$ cat src/hw/rtl/htw_pkg.sv
// shared constants and command codes for the hashed timer wheel
package htw_pkg;

	localparam int CMD_W          = 2;
	localparam int CLIENT_W       = 6;
	localparam int TIMEOUT_W      = 32;
	localparam int MS_PER_SECOND  = 1000;
	localparam int MIN_TIMEOUT_MS = 1;

	localparam int WHEEL_SLOTS_DEF  = 64;
	localparam int TICK_SECONDS_DEF = 1;
	localparam int MAX_CLIENTS_DEF  = 64;

	typedef enum logic [CMD_W-1:0] {
		CMD_ADD    = 2'd0,
		CMD_REMOVE = 2'd1,
		CMD_TICK   = 2'd2
	} cmd_t;

endpackage

$ cat src/hw/rtl/htw_ram.sv
// generic single-write, single-read ram with registered read data
module htw_ram #(
	parameter int WIDTH = 8,
	parameter int DEPTH = 64
) (
	input  logic                                 clk,
	input  logic                                 we,
	input  logic [(DEPTH > 1 ? $clog2(DEPTH) : 1)-1:0] waddr,
	input  logic [WIDTH-1:0]                     wdata,
	input  logic                                 re,
	input  logic [(DEPTH > 1 ? $clog2(DEPTH) : 1)-1:0] raddr,
	output logic [WIDTH-1:0]                     rdata
);

	logic [WIDTH-1:0] mem_q [DEPTH];

	always_ff @(posedge clk) begin
		if (we) begin
			mem_q[waddr] <= wdata;
		end
		if (re) begin
			rdata <= mem_q[raddr];
		end
	end

endmodule

$ cat src/hw/rtl/hashed_timer_wheel.sv
// hashed timer wheel: add, remove and tick commands with per-client expiry reports
//
//  channel  beat fields                        handshake
//  -------  ---------------------------------  -------------------------
//  in       cmd, client_id, timeout            in_valid / in_stall
//  out      expired_client, last_expired       out_valid / out_stall
//
// remove and unused codes are done in the idle state; add runs three passes through one
// shared 32x32 multiplier (reciprocal divide by the tick length, reciprocal divide by
// the wheel size, multiply back for the remainder); ST_FIN then writes the slot ram
// tick reads one client per cycle, except while the output holds the scan
// reset clears the armed bits and the current slot at once; no clearing pass
// out_stall holds the scan when a second hit or the final flush needs the register
module hashed_timer_wheel
	import htw_pkg::*;
#(
	parameter int WHEEL_SLOTS  = WHEEL_SLOTS_DEF,
	parameter int TICK_SECONDS = TICK_SECONDS_DEF,
	parameter int MAX_CLIENTS  = MAX_CLIENTS_DEF
) (
	input  logic                        clk,
	input  logic                        arst_n,
	input  logic                        in_valid,
	output logic                        in_stall,
	input  logic [CMD_W-1:0]            cmd,
	input  logic [CLIENT_W-1:0]         client_id,
	input  logic signed [TIMEOUT_W-1:0] timeout,
	output logic                        out_valid,
	input  logic                        out_stall,
	output logic [CLIENT_W-1:0]         expired_client,
	output logic                        last_expired
);

	localparam int SLOT_W  = $clog2(WHEEL_SLOTS);
	localparam int IDX_W   = (MAX_CLIENTS > 1) ? $clog2(MAX_CLIENTS) : 1;
	localparam int CNT_W   = $clog2(MAX_CLIENTS + 1);
	localparam int DIVISOR = MS_PER_SECOND * TICK_SECONDS;
	localparam int PROD_W  = 2 * TIMEOUT_W;

	// floor(n / d) == (n * ceil(2^s / d)) >> s for n below 2^31 with s = 31 + clog2(d)
	localparam int     DIV_SHIFT = TIMEOUT_W - 1 + $clog2(DIVISOR);
	localparam int     WHL_SHIFT = TIMEOUT_W - 1 + $clog2(WHEEL_SLOTS);
	localparam longint RECIP_DIV = ((longint'(1) << DIV_SHIFT) + longint'(DIVISOR - 1)) /
		longint'(DIVISOR);
	localparam longint RECIP_WHL = ((longint'(1) << WHL_SHIFT) + longint'(WHEEL_SLOTS - 1)) /
		longint'(WHEEL_SLOTS);

	// multiplier passes of one add
	localparam logic [1:0] P_TICKS = 2'd0;
	localparam logic [1:0] P_TURNS = 2'd1;
	localparam logic [1:0] P_BACK  = 2'd2;

	typedef enum logic [1:0] {
		ST_IDLE,
		ST_MUL,
		ST_FIN,
		ST_SCAN
	} state_t;

	state_t                 state_q;
	logic [SLOT_W-1:0]      cur_q;
	logic [MAX_CLIENTS-1:0] armed_q;
	logic [IDX_W-1:0]       id_q;
	logic [TIMEOUT_W-1:0]   opa_q;
	logic [SLOT_W-1:0]      qlo_q;
	logic [SLOT_W-1:0]      qmod_q;
	logic [1:0]             step_q;
	logic [CNT_W-1:0]       scan_q;
	logic                   cmp_vld_s1;
	logic [IDX_W-1:0]       cmp_idx_s1;
	logic                   pend_vld_q;
	logic [IDX_W-1:0]       pend_id_q;
	logic                   out_vld_q;
	logic [CLIENT_W-1:0]    out_id_q;
	logic                   out_last_q;

	logic                   id_ok;
	logic [TIMEOUT_W-1:0]   ms_in;
	logic [TIMEOUT_W-1:0]   mul_b;
	logic [PROD_W-1:0]      prod;
	logic [TIMEOUT_W-1:0]   tick_quo;
	logic [TIMEOUT_W-1:0]   turn_quo;
	logic [SLOT_W:0]        fin_sum;
	logic [SLOT_W-1:0]      slot_fin;
	logic [SLOT_W:0]        cur_inc;
	logic [SLOT_W-1:0]      cur_nx;
	logic [SLOT_W-1:0]      rd_slot;
	logic                   out_free;
	logic                   rd_hit;
	logic                   hold;
	logic                   rd_more;
	logic                   rd_go;
	logic                   ram_we;
	logic                   out_load;

	assign id_ok = {1'b0, client_id} < (CLIENT_W + 1)'(MAX_CLIENTS);
	assign ms_in = (timeout <= 32'sd0) ? TIMEOUT_W'(MIN_TIMEOUT_MS) : timeout;

	// shared multiplier, constant operand picked by the pass
	always_comb begin
		case (step_q)
			P_TICKS: mul_b = TIMEOUT_W'(RECIP_DIV);
			P_TURNS: mul_b = TIMEOUT_W'(RECIP_WHL);
			default: mul_b = TIMEOUT_W'(WHEEL_SLOTS);
		endcase
	end

	assign prod     = PROD_W'(opa_q) * PROD_W'(mul_b);
	assign tick_quo = TIMEOUT_W'(prod >> DIV_SHIFT);
	assign turn_quo = TIMEOUT_W'(prod >> WHL_SHIFT);

	assign fin_sum  = {1'b0, cur_q} + {1'b0, qmod_q};
	assign slot_fin = (fin_sum >= (SLOT_W + 1)'(WHEEL_SLOTS)) ?
		SLOT_W'(fin_sum - (SLOT_W + 1)'(WHEEL_SLOTS)) : fin_sum[SLOT_W-1:0];

	assign cur_inc = {1'b0, cur_q} + (SLOT_W + 1)'(1);
	assign cur_nx  = (cur_inc == (SLOT_W + 1)'(WHEEL_SLOTS)) ? '0 : cur_inc[SLOT_W-1:0];

	// scan control: a hit needs the output only when an earlier hit is pending
	assign out_free = !out_vld_q || !out_stall;
	assign rd_hit   = cmp_vld_s1 && armed_q[cmp_idx_s1] && (rd_slot == cur_q);
	assign hold     = rd_hit && pend_vld_q && !out_free;
	assign rd_more  = scan_q < CNT_W'(MAX_CLIENTS);
	assign rd_go    = (state_q == ST_SCAN) && rd_more && !hold;
	assign ram_we   = state_q == ST_FIN;
	assign out_load = (state_q == ST_SCAN) && !hold && pend_vld_q &&
		(rd_hit || (!rd_more && !cmp_vld_s1 && out_free));

	htw_ram #(
		.WIDTH(SLOT_W),
		.DEPTH(MAX_CLIENTS)
	) u_slot_ram (
		.clk  (clk),
		.we   (ram_we),
		.waddr(id_q),
		.wdata(slot_fin),
		.re   (rd_go),
		.raddr(scan_q[IDX_W-1:0]),
		.rdata(rd_slot)
	);

	always_ff @(posedge clk or negedge arst_n) begin
		if (!arst_n) begin
			state_q    <= ST_IDLE;
			cur_q      <= '0;
			armed_q    <= '0;
			step_q     <= '0;
			scan_q     <= '0;
			cmp_vld_s1 <= 1'b0;
			pend_vld_q <= 1'b0;
			out_vld_q  <= 1'b0;
		end else begin
			if (out_load) begin
				out_vld_q <= 1'b1;
			end else if (!out_stall) begin
				out_vld_q <= 1'b0;
			end
			case (state_q)
				ST_IDLE: begin
					if (in_valid) begin
						case (cmd)
							CMD_ADD: begin
								if (id_ok) begin
									id_q    <= client_id[IDX_W-1:0];
									opa_q   <= ms_in;
									step_q  <= P_TICKS;
									state_q <= ST_MUL;
								end
							end
							CMD_REMOVE: begin
								if (id_ok) begin
									armed_q[client_id[IDX_W-1:0]] <= 1'b0;
								end
							end
							CMD_TICK: begin
								cur_q      <= cur_nx;
								scan_q     <= '0;
								cmp_vld_s1 <= 1'b0;
								pend_vld_q <= 1'b0;
								state_q    <= ST_SCAN;
							end
							default: begin
							end
						endcase
					end
				end
				ST_MUL: begin
					case (step_q)
						P_TICKS: begin
							opa_q  <= tick_quo;
							qlo_q  <= tick_quo[SLOT_W-1:0];
							step_q <= P_TURNS;
						end
						P_TURNS: begin
							opa_q  <= turn_quo;
							step_q <= P_BACK;
						end
						default: begin
							// ticks minus whole turns, fits in the slot width
							qmod_q  <= qlo_q - prod[SLOT_W-1:0];
							state_q <= ST_FIN;
						end
					endcase
				end
				ST_FIN: begin
					armed_q[id_q] <= 1'b1;
					state_q       <= ST_IDLE;
				end
				ST_SCAN: begin
					if (!hold) begin
						if (rd_hit) begin
							armed_q[cmp_idx_s1] <= 1'b0;
							pend_id_q           <= cmp_idx_s1;
							pend_vld_q          <= 1'b1;
							if (pend_vld_q) begin
								out_id_q   <= CLIENT_W'(pend_id_q);
								out_last_q <= 1'b0;
							end
						end
						cmp_vld_s1 <= rd_more;
						cmp_idx_s1 <= scan_q[IDX_W-1:0];
						if (rd_more) begin
							scan_q <= scan_q + CNT_W'(1);
						end
						// scan finished: flush the held hit as the last beat
						if (!rd_more && !cmp_vld_s1) begin
							if (pend_vld_q) begin
								if (out_free) begin
									out_id_q   <= CLIENT_W'(pend_id_q);
									out_last_q <= 1'b1;
									pend_vld_q <= 1'b0;
									state_q    <= ST_IDLE;
								end
							end else begin
								state_q <= ST_IDLE;
							end
						end
					end
				end
				default: begin
					state_q <= ST_IDLE;
				end
			endcase
		end
	end

	assign in_stall       = state_q != ST_IDLE;
	assign out_valid      = out_vld_q;
	assign expired_client = out_id_q;
	assign last_expired   = out_last_q;

endmodule

$ cat config.mk
export PLATFORM = sky130hd
export DESIGN_NAME = hashed_timer_wheel
export DESIGN_NICKNAME = d
export VERILOG_FILES = /design/src/hw/rtl/htw_pkg.sv /design/src/hw/rtl/htw_ram.sv /design/src/hw/rtl/hashed_timer_wheel.sv
export SDC_FILE = /design/constraint.sdc
export NUM_CORES = 2
export LEC_CHECK = 0
export BUFFER_PORTS_ARGS = -buffer_cell sky130_fd_sc_hd__buf_2
export CAP_MARGIN = 0
export CELL_PAD_IN_SITES_DETAIL_PLACEMENT = 1
export CELL_PAD_IN_SITES_GLOBAL_PLACEMENT = 2
export CORE_ASPECT_RATIO = 1.4
export CORE_UTILIZATION = 45
export DETAILED_ROUTE_END_ITERATION = 12
export PLACE_DENSITY = 0.9
export SLEW_MARGIN = 20
export SYNTH_ARGS = -nofsm -noshare
export SYNTH_HDL_FRONTEND = slang
export SYNTH_HIERARCHICAL = 1
export SYNTH_SLANG_ARGS = --single-unit
$ cat constraint.sdc
create_clock -name clk -period 12.4 [get_ports clk]
set_clock_uncertainty 0.1 [all_clocks]
set_input_delay 3.72 -clock clk [delete_from_list [all_inputs] [get_ports clk]]
set_output_delay 3.72 -clock clk [all_outputs]
set_load 0.01 [all_outputs]
# Word level (Yosys, flattened, before mapping)
# Memories as Yosys holds them, arrays and structs flattened. A register that Yosys moved wholly into a read port is not among the register bits.
# Cells that the tools add are included.
# totals
mem_bits_rw	384
in_bits	44
regBits	153
n_memories	1
elab_cells	164
# op_classes
muxes	62
n_eq_ne	21
n_mul	1
bitwise_logic	7
n_lt_le_gt_ge	9
addsub	5
n_reduce_logical	42
# mem_list
name	words	word_bits	rd	rd_clocked_by_memory_dff	wr	line	rtl
u_slot_ram.mem_q	64	6	1	1	1	htw_ram.sv:15	logic [WIDTH-1:0] mem_q [DEPTH];
# op_table
operator	count
64-bit 2-to-1 mux	4
32-bit case mux with 2 select lines	3
64-bit case mux with 3 select lines	1
64-bit bitwise AND	2
64-bit NOT	2
32-bit 2-to-1 mux	3
32-bit by 32-bit multiplier with 64-bit output	1
64-bit OR	1
6-bit 2-to-1 mux	7
32-bit by 1-bit less-or-equal comparator with 1-bit output (second input constant)	1
7-bit 2-to-1 mux	4
6-bit by 7-bit < comparator with 1-bit output (second input constant)	3
1-bit 2-to-1 mux	21
1-bit demux with 6-bit select	3
6-bit by 1-bit greater-or-equal comparator with 1-bit output (second input constant)	3
2-bit 2-to-1 mux	8
4-bit AND reduction	4
5-bit AND reduction	3
1-bit logical AND	14
7-bit case mux with 2 select lines	1
2-bit case mux with 2 select lines	3
3-bit AND reduction	4
2-bit by 1-bit inequality test with 1-bit output (second input constant)	5
2-bit inequality test (second input constant)	5
24 further kinds	41

# Longest topological paths before layout
# logic_depth
ltp_word	11
depth_mapped	33
depth_no_buf	29

# Modules after synthesis
# Netlist, hierarchy kept.
# modules_own_cells
mod	seq_area_each_um2	area_per_inst_um2	cells_per_inst	n_inst
hashed_timer_wheel	4174.0	24815.0	2593	1
htw_ram	11711.2	15237.1	727	1

# Worst setup path after synthesis
# OpenSTA, ideal clock, no wires.
# synth_path
path_kind	register to register
from	register step_q[1]
to	register opa_q[21] (data pin)
stages_incl_launch_ff	32
setup_ns	0.261
arrival_ns	7.357
period_less_slack_ns	7.717
path_slack_ns	4.683
n_path_buf	3
path_cell_list	dfrtp_1 > clkbuf_1 > nor2_1 > clkbuf_1 > clkbuf_1 > nand2_1 > inv_1 > ha_1 > fa_1 > fa_1 > inv_1 > fa_1 > inv_1 > fa_1 > inv_1 > fa_1 > inv_1 > fa_1 > inv_1 > fa_1 > inv_1 > ha_1 > nand2_1 > nor3_1 > a31oi_1 > a211oi_1 > a211oi_1 > nor2_1 > a311oi_1 > o21ai_1 > xor2_1 > a221o_1
# synth_via
elab_chain_cells	5
word_cells_on_any_way	6
classes_between	mul (1); eq/ne (1); mux (3); reduce/logical (1)
# synth_lines
element	line	rtl
start: declaration	hashed_timer_wheel.sv:67	logic [1:0] step_q;
start signal: assignment	hashed_timer_wheel.sv:147	step_q <= '0;
start signal: assignment	hashed_timer_wheel.sv:166	step_q <= P_TICKS;
start signal: assignment	hashed_timer_wheel.sv:192	step_q <= P_TURNS;
2-bit by 1-bit equality test with 1-bit output or 2-bit zero test (tied branches)	hashed_timer_wheel.sv:101, hashed_timer_wheel.sv:188	
32-bit case mux with 2 select lines	hashed_timer_wheel.sv:101	case (step_q)
32-bit by 32-bit multiplier with 64-bit output	hashed_timer_wheel.sv:108	assign prod = PROD_W'(opa_q) * PROD_W'(mul_b);
32-bit case mux with 2 select lines *	hashed_timer_wheel.sv:188	case (step_q)
32-bit case mux with 2 select lines *	hashed_timer_wheel.sv:158	case (state_q)
end signal: assignment	hashed_timer_wheel.sv:165	opa_q <= ms_in;
end signal: assignment	hashed_timer_wheel.sv:190	opa_q <= tick_quo;
end signal: assignment	hashed_timer_wheel.sv:195	opa_q <= turn_quo;
end: declaration	hashed_timer_wheel.sv:64	logic [TIMEOUT_W-1:0] opa_q;
# Every way passes the cells marked *; elsewhere a longest branch is shown, timed or not. The select of a mux whose other input is x is not followed.
# A chain may end at the register's enable or synchronous reset.

# Worst setup path in the final report
# Ends and elaborated chain as after synthesis.

==> flow_summary.json <==
{
  "worstPathArrival_ns": 9.85,
  "min-delay-start": "qlo_q[2]",
  "synth_flop_cell": "edfxtp_1",
  "rsz0062_at_grt": "false",
  "drt_iter0_markers": 2018,
  "synth_cell_types": 77,
  "viasPerCell": 5.93,
  "post_cts_buffers": 0,
  "finalHoldViolCount": 0,
  "r2r_cells": 28,
  "cp_max_fo": 60,
  "cts_tree": "done",
  "cp.required_ns": 12.67,
  "grt_pass1_vias": 29900,
  "cts_hold_buf": 0,
  "synth_cells": 3320,
  "status": "finished, final reports clean",
  "synth_seq_area_share": 0.397,
  "critPathKind": "reg2reg",
  "reg2reg_slack_ns": 2.82,
  "drc": 0,
  "drt-pass1-iter-count": 5,
  "ys_ff_latch": 543,
  "cts_root_buf": "clkbuf_16",
  "boundaryPins": 53,
  "drtAntennaViolNets": 0,
  "core-area_um2": 88300,
  "yosysTopAreaCell": "edfxtp_1",
  "max_cap_viol_count": 0,
  "holdPathEnd": "qmod_q[2]",
  "antenna_found_initial": 3,
  "synthArstFlopShare": 0.155,
  "routabilityCongestion": 0.943,
  "place_inst": 4434,
  "synth_area_um2": 40100,
  "synth_edf_count": 459,
  "start_util": 0.454,
  "hp-class": "reg2reg",
  "routed_wl_mm": 127,
  "synth.top_cell.area_share": 0.344,
  "path_clk_slew_ns": 0.07,
  "grt_first_pass_wirelength_mm": 189,
  "dieArea_um2": 90200,
  "die_x_um": 254,
  "num_rows": 129,
  "wl_per_cell_um": 27.9,
  "path_common_cell": "fa_1",
  "fin_crit_sh": 0.773,
  "setup_viol": 0,
  "reg2reg_from": "step_q[1]",
  "cts.htree.levels": 2,
  "cp-start-kind": "flop",
  "drive_above_1_share": 0.100,
  "worstReg2RegEnd": "opa_q[21]",
  "max-slew-margin-rel": 0.209,
  "ctsResizeCount": 0,
  "post-route-util": 0.492,
  "cts_made_buffers": 55,
  "die_h_um": 355,
  "synthTopCellsByArea": "edfxtp_1 (34%), fa_1 (17%), ha_1 (12%)",
  "overflow": 0,
  "drv_slew": 0,
  "cp-end-kind": "flop",
  "vias": 26900,
  "min_period_ns": 9.58,
  "slowest_stage": "fa_1",
  "hold_depth": 0,
  "yosys_warnings": 6,
  "dpl.hpwl_mm": 96.7,
  "area_delta_synth_final_pct": 8.51,
  "cp_slowest_stage_delay_ns": 0.70,
  "worst_slew_pin_slew_ns": 1.18,
  "clock_latency_ns": 0.67,
  "stdcell_count": 4539,
  "port_buffers": 52,
  "grt_max_degree": 65,
  "clock_path_buffers": 3,
  "setup-tns-final_ns": 0,
  "fmax_mhz": 104,
  "grt_use_total": 0.286,
  "avgSynthCellArea_um2": 12.1,
  "syn_nets": 4075,
  "cts.sinks": 543,
  "fin_nets": 4067
}
-- area by class of cell --
cell class / instances / area, µm²
clock buffers: 64 / 1440
flip-flops and latches: 543 / 15900
well taps: 1179 / 1480
multi-input cells: 2091 / 21600
inverters: 534 / 2000
diodes: 3 / 7.51
clock inverters: 38 / 472
repair buffers: 87 / 538
fillers: 9261 / 44800
-- flip-flops by register name (all words and copies together) (netlist names) --
register and cells:
armed_q 64, cmp_idx_s1 6, cmp_vld_s1 1, cur_q 6, expired_client 6, id_q 6, last_expired 1, opa_q 32
out_valid 1, pend_id_q 6, pend_vld_q 1, qlo_q 6, qmod_q 6, scan_q 7, state_q 2, step_q 2
u_slot_ram/mem_q 384, u_slot_ram/rdata 6
-- cell usage after synthesis (41+ instances only) --
cell and count:
inv_1 532, edfxtp_1 459, ha_1 377, fa_1 334, a21oi_1 192, nor2_1 168, clkbuf_1 119, nand2_1 118
mux4_2 109, and2_1 84, dfrtp_1 84, xnor2_1 72, o21ai_0 56, and3_1 54, nor2b_1 51, o221ai_1 49
o22ai_1 42, nand3_1 41
-- worst max-delay path: cells and delay by family (launching register included) --
kind | cells | cell delay [ns]
simple gates | 5 | 1.68
flops | 1 | 0.58
xor+xnor | 1 | 0.13
compound gates | 6 | 1.61
buf+inv | 7 | 0.66
fa+ha+maj | 9 | 4.46
-- metrics by stage --
stage / instance area (µm²) / hold slack (ns) / setup slack (ns)
after floorplan: 40100 / 0.300 / 4.68
after global placement: 41500 / 0.301 / 3.18
after detailed placement: 41500 / 0.306 / 3.01
after CTS: 43400 / 0.319 / 2.96
after global routing: 43500 / 0.321 / 2.44
final: 43500 / 0.325 / 2.82
-- worst max-delay path by stage --
stage | startpoint | end | slack [ns]
detailed placement | step_q[1] | opa_q[21] | 3.01
CTS | step_q[1] | opa_q[21] | 2.96
global route | step_q[1] | opa_q[21] | 2.44
floorplan | step_q[1] | opa_q[21] | 4.68
finish | step_q[1] | opa_q[21] | 2.82
global placement | step_q[1] | opa_q[20] | 3.18
-- placed cells by master, fill, tap and decap left out, types with 68 or more instances in the layout --
| cell | n |
|---|---|
| nor2_1 | 166 |
| mux4_2 | 109 |
| dfrtp_1 | 80 |
| inv_1 | 531 |
| ha_1 | 376 |
| fa_1 | 334 |
| a21oi_1 | 192 |
| nand2_1 | 118 |
| and2_1 | 84 |
| xnor2_1 | 68 |
| edfxtp_1 | 459 |
-- metal layers --
metal,share of wire,vias to the layer above,wire length [µm],global-route usage
li1,-,11600,-,-
met3,0.048,381,6040,0.0375
met2,0.52,979,66000,0.511
met1,0.35,14000,44700,0.315
met5,0,-,0,0
met4,0.078,0,9900,0.194
-- cell families after synthesis --
group,synth area share
simple gates,0.0816
fa+ha+maj,0.285
flops,0.397
other cells,0.0000936
compound gates,0.0777
mux,0.0708
buf+inv,0.0658
xor+xnor,0.0227
Power is left out: the tool's default activity adds up to more than one toggle a clock period on the data nets, which glitch-free logic cannot reach.
